`config.mk`:
```
export PLATFORM = sky130hd
export DESIGN_NAME = fdsa_ram
export DESIGN_NICKNAME = d
export VERILOG_FILES = /design/src/hw/rtl/fence_deferred_slot_allocator_assert.svh /design/src/hw/rtl/fdsa_ram.sv
export SDC_FILE = /design/constraint.sdc
export NUM_CORES = 1
export LEC_CHECK = 0
export ABC_AREA = 1
export BUFFER_PORTS_ARGS = -buffer_cell sky130_fd_sc_hd__buf_2
export CORE_MARGIN = 3
export CORE_UTILIZATION = 41
export CTS_BUF_LIST = sky130_fd_sc_hd__clkbuf_4 sky130_fd_sc_hd__clkbuf_8
export DETAILED_ROUTE_END_ITERATION = 12
export PLACE_DENSITY_LB_ADDON = 0.2
export SYNTH_ARGS = -nofsm -noshare
export SYNTH_HDL_FRONTEND = slang
export SYNTH_SLANG_ARGS = --single-unit
```
`constraint.sdc`:
```
create_clock -name clk -period 1.45 [get_ports clk]
set_input_delay 0.29 -clock clk [delete_from_list [all_inputs] [get_ports clk]]
set_output_delay 0.29 -clock clk [all_outputs]
set_load 0.1 [all_outputs]
```
`src/hw/rtl/fence_deferred_slot_allocator_assert.svh`:
```
// ----------------------------------------------------------------------------
// fence_deferred_slot_allocator_assert.svh
// assertion macros shared by the slot allocator rtl
// ----------------------------------------------------------------------------
`ifndef FENCE_DEFERRED_SLOT_ALLOCATOR_ASSERT_SVH
`define FENCE_DEFERRED_SLOT_ALLOCATOR_ASSERT_SVH

// same-cycle implication, disabled while reset is asserted
`define FDSA_ASSERT_NOW(label, clk, rst_n, ante, cons) \
	label: assert property (@(posedge clk) disable iff (!rst_n) (ante) |-> (cons)) \
		else $error("slot allocator assertion failed");

// next-cycle implication, disabled while reset is asserted
`define FDSA_ASSERT_NEXT(label, clk, rst_n, ante, cons) \
	label: assert property (@(posedge clk) disable iff (!rst_n) (ante) |=> (cons)) \
		else $error("slot allocator assertion failed");

`endif

```
`src/hw/rtl/fdsa_ram.sv`:
```
// ----------------------------------------------------------------------------
// fdsa_ram
// generic single write port, single read port ram with registered read
// ----------------------------------------------------------------------------
module fdsa_ram #(
	parameter int WIDTH = 8,
	parameter int DEPTH = 16
) (
	input  logic                     clk,
	input  logic                     we,
	input  logic [$clog2(DEPTH)-1:0] waddr,
	input  logic [WIDTH-1:0]         wdata,
	input  logic                     re,
	input  logic [$clog2(DEPTH)-1:0] raddr,
	output logic [WIDTH-1:0]         rdata
);

	logic [WIDTH-1:0] mem [DEPTH];
	logic [WIDTH-1:0] rdata_q;

	// write port
	always_ff @(posedge clk) begin
		if (we) begin
			mem[waddr] <= wdata;
		end
	end

	// registered read, holds while not enabled
	always_ff @(posedge clk) begin
		if (re) begin
			rdata_q <= mem[raddr];
		end
	end

	assign rdata = rdata_q;

endmodule

```
# ---- Word-level counts from Yosys, hierarchy flattened
# Memories as Yosys holds them, arrays and structs flattened. A register that Yosys moved wholly into a read port is not among the register bits.
# Index checks and enable logic that the tools add are counted.
# W data, S select, Z words.
dict set report word_totals {
  memories 1
  reg_bits 0
  ramBits 128
}
dict set report op_classes {
  n_mux 2
}
# memory depth word_bits read_ports rd_clocked_by_memory_dff write_ports line
set memory_table {}
lappend memory_table {mem 16 8 1 1 1 fdsa_ram.sv:18} ;# logic [WIDTH-1:0] mem [DEPTH];
# op count
set op_table {}
lappend op_table {{$mux W1} 2}

# ---- Depth between registers and ports, before layout
# Gate-level depths: netlist (run 1).
dict set report depth {
  ltp_word 2
  mapped_depth 8
  mapped_depth_nobuf 7
}

# ---- Worst setup path after synthesis (run 1)
# Ideal clock, no wire load.
dict set report synth_timing {
  kind {in2reg}
  startpoint {in waddr[2]}
  endpoint {mem mem[10][0] (enable)}
  setup_slack_ns 0.209
  arrival_time_ns 0.871
  setup_ns 0.370
  stages 2
  t_required_ns 1.080
  path_cell_list {nand3b_1 > nor2_1}
}
# item line
set synth_lines {}
lappend synth_lines {{start, declared} fdsa_ram.sv:11} ;# input logic [$clog2(DEPTH)-1:0] waddr,
lappend synth_lines {{end, declared} fdsa_ram.sv:18}
# Straight into the memory's write port.

# ---- Final worst setup path (run 1)
dict set report layout_timing {
  startpoint {reg rdata_q[0], in the netlist rdata[0] (read register of mem)}
  endpoint {out rdata[0]}
}
# item line
set layout_lines {}
lappend layout_lines {{start, declared} fdsa_ram.sv:19} ;# logic [WIDTH-1:0] rdata_q;
lappend layout_lines {{end, declared} fdsa_ram.sv:15} ;# output logic [WIDTH-1:0] rdata
# No word-level cell between the ends.

==> results.sh, run 1 <==
export IMPL_status="completed"
export IMPL_crit_fanout=1
export IMPL_avgSynthCellArea_um2=10.6
export IMPL_crit_buf_inv=1
export IMPL_cts_root_buf="clkbuf_8"
export IMPL_fin_cells=790
export IMPL_synth_top_area_frac=0.698
export IMPL_worst_hold_path_type="input pin to register"
export IMPL_fin_tns_setup_ps=0
export IMPL_hold_path_startpoint="re"
export IMPL_port_buffers=26
export IMPL_required_ps=1160
export IMPL_critPathTopFamily="flip-flops"
export IMPL_path_cells="buf_6"
export IMPL_start_kind="register"
export IMPL_rr_worst_depth=6
export IMPL_worst_hold_slack_ps=215
export IMPL_drt_pass1_iterations=4
export IMPL_drive_gt1_frac=0.138
export IMPL_r2r_start="mem[7][3]"
export IMPL_path_clk_slew_ps=70
export IMPL_slew_violations=0
export IMPL_fin_skew_ps=10.1
export IMPL_rr_endpoint="rdata[3]"
export IMPL_core_um2=13900
export IMPL_period_share=0.960
export IMPL_cts_hold_buf=0
export IMPL_synth_area_leaders="edfxtp_1 70%, nand2_1 11%, nand3_1 8.3%, inv_1 6.4%, buf_6 1.2%"
export IMPL_setup_viol=0
export IMPL_syn2layout_area_growth_pct=14.1
export IMPL_synthesis_nets=570
export IMPL_final_common_cell="nand2_1"
export IMPL_die_h_um=125
export IMPL_setup_ws_ps=58.7
export IMPL_ctsResizeCount=9
export IMPL_grt_pass1_vias=3681
export IMPL_layout_common_cells="173 x nand2_1, 136 x edfxtp_1, 100 x inv_1"
export IMPL_synth_seq_area_share=0.698
export IMPL_place_hpwl_um=8340
export IMPL_synth_seq_cells=136
export IMPL_worstSkewPairLatency_ps=440
export IMPL_grt_ovfl_total=0
export IMPL_maxCapViolCount=0
export IMPL_via_per_inst=4.81
export IMPL_post_drt_wl_per_cell_um=16.8
export IMPL_finalWeightedCongestion=0.819
export IMPL_ir_drop_mv=0.546
export IMPL_start_util=0.420
export IMPL_path_class="register to primary output"
export IMPL_slew_headroom=0.568
export IMPL_grt_max_degree=65
export IMPL_die_area_um2=15700
export IMPL_numCtsBuffers=17
export IMPL_cts_tree="built"
export IMPL_dpl_worst_slack_ps=-137
export IMPL_p_leak_nw=2.89
export IMPL_fin_nets=616
export IMPL_finalPower_mw=8.07
export IMPL_grtUsageTotal=0.175
export IMPL_cpPeakStageDelay_ps=450
export IMPL_max_freq_mhz=719
export IMPL_drc=0
export IMPL_drt_wl_total_um=13200
export IMPL_synthCells=551
export IMPL_synth_distinct_cells=11
export IMPL_crit_slowest_cell="edfxtp_1"
export IMPL_drt_initial_drc_count=273
export IMPL_placed_cells=758
export IMPL_worst_setup_path_end_kind="primary output"
export IMPL_tightest_slew_ps=647
export IMPL_power_density_nw_per_um2=1210
export IMPL_grt_antenna_before_repair=0
export IMPL_grt_pass1_wl_um=20300
export IMPL_fin_crit_ps=1390
export IMPL_whs_path_depth=1
export IMPL_synth_warnings=0
export IMPL_num_antenna_cells=0
export IMPL_rsz0062_at_grt="no"
export IMPL_cts_buffer_depth=2
export IMPL_ioPinCount=27
export IMPL_drtAntennaViolNets=0
export IMPL_yosys_area_top_type="edfxtp_1"
export IMPL_cts_setup_buffers=0
export IMPL_htree_levels=4
export IMPL_rows=43
export IMPL_r2r_slack_ps=270
export IMPL_cp_arrival_ps=1100
export IMPL_fp_dieW_um=125
export IMPL_synth_area_um2=5850
export IMPL_cts_sinks=136
export IMPL_hold_end="rdata[2]"
export IMPL_vias=3799
export IMPL_fillers=1258
export IMPL_hold_violations=0
state kept, by name, indices dropped and copies added (netlist names):
| name | cells |
|---|---|
| mem | 128 |
| rdata | 8 |
how the worst max path moves through the flow:
stage                   from  slack, ps  depth (start not counted)         end
global placement    raddr[1]       -130                          6    rdata[4]
floorplan           waddr[2]        210                          2  mem[10][0]
CTS                 rdata[6]         10                          1    rdata[6]
global route        rdata[7]          2                          1    rdata[7]
finish              rdata[0]         60                          1    rdata[0]
detailed placement  raddr[1]       -140                          6    rdata[4]
cell type report:
| cell class | instances | area, um^2 | share of cell area |
|---|---|---|---|
| Clock buffer | 21 | 264 | 0.0396 |
| Tap cell | 180 | 225 | 0.0338 |
| Inverter | 102 | 383 | 0.0574 |
| Timing Repair Buffer | 51 | 395 | 0.0593 |
| Clock inverter | 11 | 106 | 0.0159 |
| Multi-Input combinational cell | 289 | 1210 | 0.182 |
| Sequential cell | 136 | 4080 | 0.612 |
report_power, final:
group          leakage (nW)  internal [mW]  total [mW]  switching, mW
sequential             1.24           4.43        4.45         0.0263
clock                 0.198           1.57        2.92           1.35
combinational          1.45          0.185       0.698          0.513
total                  2.89           6.18        8.07           1.89
synth_stat cells:
| library cell | instances |
|---|---|
| edfxtp_1 | 136 |
| nor2_1 | 17 |
| buf_1 | 1 |
| inv_2 | 2 |
| nand2_1 | 173 |
| buf_2 | 13 |
| nand3_1 | 97 |
| buf_6 | 6 |
| inv_1 | 100 |
| nand3b_1 | 2 |
| buf_4 | 4 |
stage by stage:
stage                     utilization  cell area (um^2)
final                           0.479              6670
after CTS                       0.478              6670
after floorplan                     -              5850
after detailed placement        0.450              6270
after global routing            0.479              6670
after global placement          0.450              6270
routing by layer:
layer | track usage | wire length [um] | share of wire
met1 | 0.228 | 5550 | 0.42
met2 | 0.288 | 6620 | 0.50
met5 | 0 | 0 | 0
met4 | 0.0670 | 227 | 0.017
met3 | 0.0402 | 846 | 0.064
kinds of logic (layout without fill, tap and decap cells):
family | Yosys count | count (layout) | share of synthesized area
buf+inv | 126 | 185 | 0.0939
simple gates | 289 | 289 | 0.208
flops | 136 | 136 | 0.698
No activity file was read; power rests on OpenSTA's default activity.
==> run 2, diff against run 1 <==
--- a/config.mk
+++ b/config.mk
@@ -12,6 +12,7 @@
 export CTS_BUF_LIST = sky130_fd_sc_hd__clkbuf_4 sky130_fd_sc_hd__clkbuf_8
 export DETAILED_ROUTE_END_ITERATION = 12
 export PLACE_DENSITY_LB_ADDON = 0.2
+export REMOVE_ABC_BUFFERS = 1
 export SYNTH_ARGS = -nofsm -noshare
 export SYNTH_HDL_FRONTEND = slang
 export SYNTH_SLANG_ARGS = --single-unit
==> run 2 against run 1 <==
  * First-iteration DRC count up 45%
  * Non-clock buffer count up 3
  * Utilization down 0.18 points
  * Total power down 3.4%
  * Sequential power about the same
  * Clock skew down 2.6 ps
  * Largest cell class unchanged
  * Worst setup slack about the same
  * Largest power group unchanged
  * Combinational power down 2%
  * Wire length down 4.4%
  * Maximum frequency about the same
  * Worst hold slack better by 20 ps
==> results.sh, run 2 (synthesis results as in run 1) <==
export IMPL_status="completed"
export IMPL_power_frac_clock=0.341
export IMPL_grt_antenna_before_repair=0
export IMPL_final_util=0.477
export IMPL_grt_max_degree=33
export IMPL_die_h_um=125
export IMPL_path_class="register to primary output"
export IMPL_fin_crit_ps=1390
export IMPL_grt_pass1_wl_um=20400
export IMPL_drtAntennaViolNets=0
export IMPL_period_share=0.959
export IMPL_num_antenna_cells=0
export IMPL_port_buffers=26
export IMPL_drt_initial_drc_count=396
export IMPL_setup_viol=0
export IMPL_r2r_slack_ps=370
export IMPL_path_cells="buf_4"
export IMPL_start_kind="register"
export IMPL_finalWeightedCongestion=0.813
export IMPL_worst_setup_path_end_kind="primary output"
export IMPL_path_clk_slew_ps=70
export IMPL_cts_setup_buffers=0
export IMPL_die_area_um2=15700
export IMPL_cp_arrival_ps=1100
export IMPL_drt_wl_total_um=12700
export IMPL_hold_end="rdata[1]"
export IMPL_worst_hold_path_type="input pin to register"
export IMPL_power_density_nw_per_um2=1170
export IMPL_post_drt_wl_per_cell_um=16.0
export IMPL_fp_dieW_um=125
export IMPL_required_ps=1160
export IMPL_drc=0
export IMPL_comb_power_share=0.088
export IMPL_finalPower_mw=7.80
export IMPL_hold_violations=0
export IMPL_numCtsBuffers=17
export IMPL_max_freq_mhz=719
export IMPL_grt_ovfl_total=0
export IMPL_crit_slowest_cell="edfxtp_1"
export IMPL_grtUsageTotal=0.169
export IMPL_cpPeakStageDelay_ps=370
export IMPL_grt_pass1_vias=3725
export IMPL_r2r_start="mem[7][1]"
export IMPL_p_leak_nw=2.87
export IMPL_core_um2=13900
export IMPL_htree_levels=4
export IMPL_regMostFlops="mem"
export IMPL_fin_tns_setup_ps=0
export IMPL_ir_drop_mv=0.543
export IMPL_drive_gt1_frac=0.131
export IMPL_p_seq_frac=0.571
export IMPL_crit_fanout=1
export IMPL_p_sw_frac=0.233
export IMPL_rr_worst_depth=6
export IMPL_vias=3819
export IMPL_rows=43
export IMPL_worstSkewPairLatency_ps=430
export IMPL_cts_root_buf="clkbuf_8"
export IMPL_slew_violations=0
export IMPL_syn2layout_area_growth_pct=13.7
export IMPL_start_util=0.420
export IMPL_cts_buffer_depth=2
export IMPL_cts_sinks=136
export IMPL_final_common_cell="nand2_1"
export IMPL_p_int_mw=5.98
export IMPL_placed_cells=761
export IMPL_critPathTopFamily="flip-flops"
export IMPL_rsz0062_at_grt="no"
export IMPL_via_per_inst=4.83
export IMPL_fin_skew_ps=7.55
export IMPL_tightest_slew_ps=644
export IMPL_crit_buf_inv=1
export IMPL_slew_headroom=0.570
export IMPL_fin_nets=619
export IMPL_worst_hold_slack_ps=235
export IMPL_whs_path_depth=1
export IMPL_place_hpwl_um=8170
export IMPL_switchingPower_mw=1.82
export IMPL_fin_cells=790
export IMPL_rr_endpoint="rdata[1]"
export IMPL_cts_tree="built"
export IMPL_drt_pass1_iterations=4
export IMPL_largest_register_ffs=128
export IMPL_layout_common_cells="173 x nand2_1, 136 x edfxtp_1, 100 x inv_1"
export IMPL_ioPinCount=27
export IMPL_maxCapViolCount=0
export IMPL_hold_path_startpoint="re"
## run 2: cell types whose count changed in the layout (fill, tap and decap cells not counted)
cell,previous run,this run
clkinv_1,1,5
buf_4,27,30
clkinvlp_4,1,0
bufinv_16,2,1
clkinv_2,7,2
## run 2: repair_timing
action | in CTS | in global routing
gates resized for setup | 8 | 2
setup endpoints to repair | 8 | 2
hold buffers | 0 | 0
## run 2: stage by stage
stage          cell area [um^2]  setup slack (ps)
2_1_floorplan              5680              39.4
3_3_place_gp               6300             -46.0
3_5_place_dp               6300             -70.9
4_1_cts                    6640              8.38
5_1_grt                    6650              5.80
6_report                   6650              58.9
## run 2: worst max-delay path by stage
stage | endpoint | cells after the start | slack, ps | start
4_1_cts | rdata[4] | 1 | 8 | rdata[4]
2_1_floorplan | rdata[2] | 6 | 40 | raddr[0]
5_1_grt | rdata[7] | 1 | 6 | rdata[7]
3_3_place_gp | rdata[6] | 6 | -50 | raddr[1]
6_report | rdata[7] | 1 | 60 | rdata[7]
3_5_place_dp | rdata[3] | 6 | -70 | raddr[1]
## run 2: area by class of cell
type,instances,area (um^2)
tap,180,225
clock inverter,8,58.8
inverter,102,383
fill,1284,7290
timing repair buffer,54,418
sequential,136,4080
multi-input combinational,289,1210
clock buffer,21,264
## run 2: power groups by stage
stage | clock network (mW) | registers [mW] | logic, mW
after floorplan | 0 | 4.67 | 0.238
after global placement | 0 | 4.54 | 0.672
after detailed placement | 0 | 4.54 | 0.680
after CTS | 2.72 | 4.45 | 0.693
after global routing | 2.89 | 4.46 | 0.756
final | 2.66 | 4.45 | 0.683
## run 2: layer usage
metal / share of wire / global-route usage
met1: 0.45 / 0.226
met2: 0.49 / 0.269
met3: 0.034 / 0.0372
met4: 0.021 / 0.0695
met5: 0 / 0
## run 2: worst reg2reg max path, cell delays in order (launching register included)
cell and delay, ps:
edfxtp_1 360, inv_1 60, nand2_1 40, nand3_1 80, nand3_1 120, nand3_1 120
nand2_1 60
==> run 3, diff against run 2 <==
--- a/config.mk
+++ b/config.mk
@@ -5,13 +5,13 @@
 export SDC_FILE = /design/constraint.sdc
 export NUM_CORES = 1
 export LEC_CHECK = 0
-export ABC_AREA = 1
+export ABC_AREA = 0
 export BUFFER_PORTS_ARGS = -buffer_cell sky130_fd_sc_hd__buf_2
 export CORE_MARGIN = 3
 export CORE_UTILIZATION = 41
 export CTS_BUF_LIST = sky130_fd_sc_hd__clkbuf_4 sky130_fd_sc_hd__clkbuf_8
 export DETAILED_ROUTE_END_ITERATION = 12
-export PLACE_DENSITY_LB_ADDON = 0.2
+export PLACE_DENSITY = 0.56
 export REMOVE_ABC_BUFFERS = 1
 export SYNTH_ARGS = -nofsm -noshare
 export SYNTH_HDL_FRONTEND = slang
==> run 3 against run 2 <==
  * Worst setup slack worse by 14 ps
  * Critical path depth unchanged
  * Critical endpoint is now rdata[1]
  * First-iteration DRC count down 39%
  * Count of clock-buffer cells in the layout down 4
  * Wire length down 22%
  * Combinational power down 13%
  * Sequential cell count unchanged
  * Maximum frequency down 0.99%
  * Die area down 10%
  * Sequential share of layout area up 4.3 points
  * Highest routed layer unchanged
==> results.sh, run 3 <==
export IMPL_synth_compound_area_share=0.0230
export IMPL_required_ps=1160
export IMPL_via_per_inst=5.15
export IMPL_post_drt_wl_per_cell_um=20.8
export IMPL_layout_common_cells="136 x edfxtp_1, 32 x buf_4, 23 x mux4_2"
export IMPL_critPathTopFamily="flip-flops"
export IMPL_fin_tns_setup_ps=0
export IMPL_drt_pass1_iterations=4
export IMPL_cts_buffer_depth=2
export IMPL_ioPinCount=27
export IMPL_p_seq_frac=0.541
export IMPL_finalPower_mw=8.22
export IMPL_synth_area_um2=5230
export IMPL_period_share=0.969
export IMPL_worst_setup_path_end_kind="primary output"
export IMPL_grtUsageTotal=0.150
export IMPL_finalWeightedCongestion=0.706
export IMPL_synth_area_leaders="edfxtp_1 78%, mux4_2 7.8%, mux4_1 7.0%, a22oi_1 2.3%, nor2_1 0.93%"
export IMPL_fin_nets=312
export IMPL_synth_seq_cells=136
export IMPL_synth_top_area_frac=0.781
export IMPL_wl_met1_um=4480
export IMPL_route_met2_wl_um=4850
export IMPL_maxCapViolCount=0
export IMPL_ys_flop_type="edfxtp_1"
export IMPL_avgSynthCellArea_um2=22.8
export IMPL_num_antenna_cells=0
export IMPL_worstSkewPairLatency_ps=420
export IMPL_synth_edff_count=136
export IMPL_comb_power_share=0.072
export IMPL_path_cells="buf_4"
export IMPL_placed_area_um2=5750
export IMPL_synthAdderAreaFrac=0
export IMPL_hold_violations=0
export IMPL_path_clk_slew_ps=70
export IMPL_crit_fanout=1
export IMPL_synth_mux_area_fraction=0.148
export IMPL_tightest_slew_ps=899
export IMPL_synth_warnings=0
export IMPL_switchingPower_mw=1.73
export IMPL_crit_buf_inv=1
export IMPL_path_class="register to primary output"
export IMPL_synthSimpleGateAreaFrac=0.0314
export IMPL_final_area_um2=6210
export IMPL_slew_headroom=0.398
export IMPL_port_buffers=26
export IMPL_drtAntennaViolNets=0
export IMPL_synth_xor_area_frac=0
export IMPL_fillers=993
export IMPL_p_sw_frac=0.211
export IMPL_core_um2=12200
export IMPL_die_h_um=119
export IMPL_drt_initial_drc_count=242
export IMPL_yosys_area_top_type="edfxtp_1"
export IMPL_ir_drop_mv=0.459
export IMPL_grt_max_degree=20
export IMPL_cts_tree="built"
export IMPL_numCtsBuffers=17
export IMPL_final_common_cell="edfxtp_1"
export IMPL_rsz0062_at_grt="yes"
export IMPL_setup_viol=0
export IMPL_synth_distinct_cells=18
export IMPL_place_hpwl_um=6460
export IMPL_worst_hold_path_type="input pin to register"
export IMPL_synthCells=229
export IMPL_drc=0
export IMPL_start_kind="register"
export IMPL_cts_sinks=136
export IMPL_highest_layer="met4"
export IMPL_grt_pass1_vias=2619
export IMPL_power_density_nw_per_um2=1320
export IMPL_largest_register_ffs=128
export IMPL_drt_wl_total_um=9840
export IMPL_cts_root_buf="clkbuf_8"
export IMPL_p_int_mw=6.49
export IMPL_grt_ovfl_total=0
export IMPL_vias=2442
export IMPL_crit_slowest_cell="edfxtp_1"
export IMPL_dr_wl_met3_um=436
export IMPL_status="completed"
export IMPL_regMostFlops="mem"
export IMPL_cpPeakStageDelay_ps=380
export IMPL_final_util=0.509
export IMPL_worst_hold_slack_ps=247
export IMPL_synth_top_family_by_area="multiplexers"
export IMPL_rows=40
export IMPL_fin_crit_ps=1410
export IMPL_grt_pass1_wl_um=15200
export IMPL_die_area_um2=14100
export IMPL_ys_async_sr_fraction=0
export IMPL_synth_most_common_cell="edfxtp_1"
export IMPL_htree_levels=4
export IMPL_max_freq_mhz=712
export IMPL_yosys_top_cells_count="136 x edfxtp_1, 18 x mux4_2, 16 x a22oi_1, 14 x mux4_1, 13 x nor2_1"
export IMPL_syn2layout_area_growth_pct=18.8
export IMPL_fp_dieW_um=119
export IMPL_start_util=0.428
export IMPL_grt_antenna_before_repair=0
export IMPL_fin_skew_ps=6.97
export IMPL_drive_gt1_frac=0.382
export IMPL_slew_violations=0
export IMPL_power_frac_clock=0.386
export IMPL_p_leak_nw=2.07
export IMPL_synth_seq_area_share=0.781
export IMPL_cp_arrival_ps=1120
==> run 3: cell count changes after synthesis, sizes merged, moves of 2 or more <==
cell / delta
inv: -102
nand2: -164
nand2b: +2
clkdlybuf4s25: +3
mux4: +32
nand3: -96
nor2: -4
nor3: +4
a22oi: +16
buf: -17
==> run 3: layout make-up <==
class / instances / area, um^2 / area share
multi-input cells: 83 / 1080 / 0.174
clock inverters: 15 / 184 / 0.0296
flip-flops and latches: 136 / 4080 / 0.657
repair buffers: 55 / 422 / 0.0679
clock buffers: 17 / 234 / 0.0377
well taps: 168 / 210 / 0.0338
==> run 3: worst paths after layout <==
check / startpoint / to / slack (ps) / depth (start not counted)
hold reg to reg: mem[14][4] / rdata[4] / 750 / 3
setup reg to reg: mem[9][3] / rdata[3] / 40 / 3
setup / recovery: rdata[1] / rdata[1] / 40 / 1
hold / removal: re / rdata[3] / 250 / 1
==> run 3: power by group through the flow <==
stage | logic (mW) | registers, mW | clock network [mW]
CTS | 0.595 | 4.45 | 3.26
global placement | 0.568 | 4.53 | 0
finish | 0.594 | 4.45 | 3.18
global route | 0.637 | 4.46 | 3.44
detailed placement | 0.573 | 4.54 | 0
floorplan | 0.177 | 4.67 | 0
==> run 3: kinds of logic after synthesis <==
family / count (synthesis)
compound gates: 16
buf+inv: 10
flops: 136
mux: 32
simple gates: 35
==> run 3: metal layers <==
metal  vias to the layer above  track usage
met1                      1270        0.204
met4                         0       0.0521
li1                       1098            -
met5                         -            0
met3                         7       0.0427
met2                        67        0.233
==> run 3: repair_timing <==
item,in CTS,in global routing
gates cloned,0,0
setup endpoints to repair,13,8
setup buffers,0,0
pin swaps,1,9
hold buffers,0,0
resized for setup,14,8
==> run 3: stage by stage <==
| step | setup slack [ps] | instances |
|---|---|---|
| after floorplan | -333 | 219 |
| after detailed placement | -439 | 442 |
| after global routing | -31.0 | 474 |
| after CTS | 10.6 | 474 |
| final | 45.0 | 474 |
| after global placement | -417 | 442 |
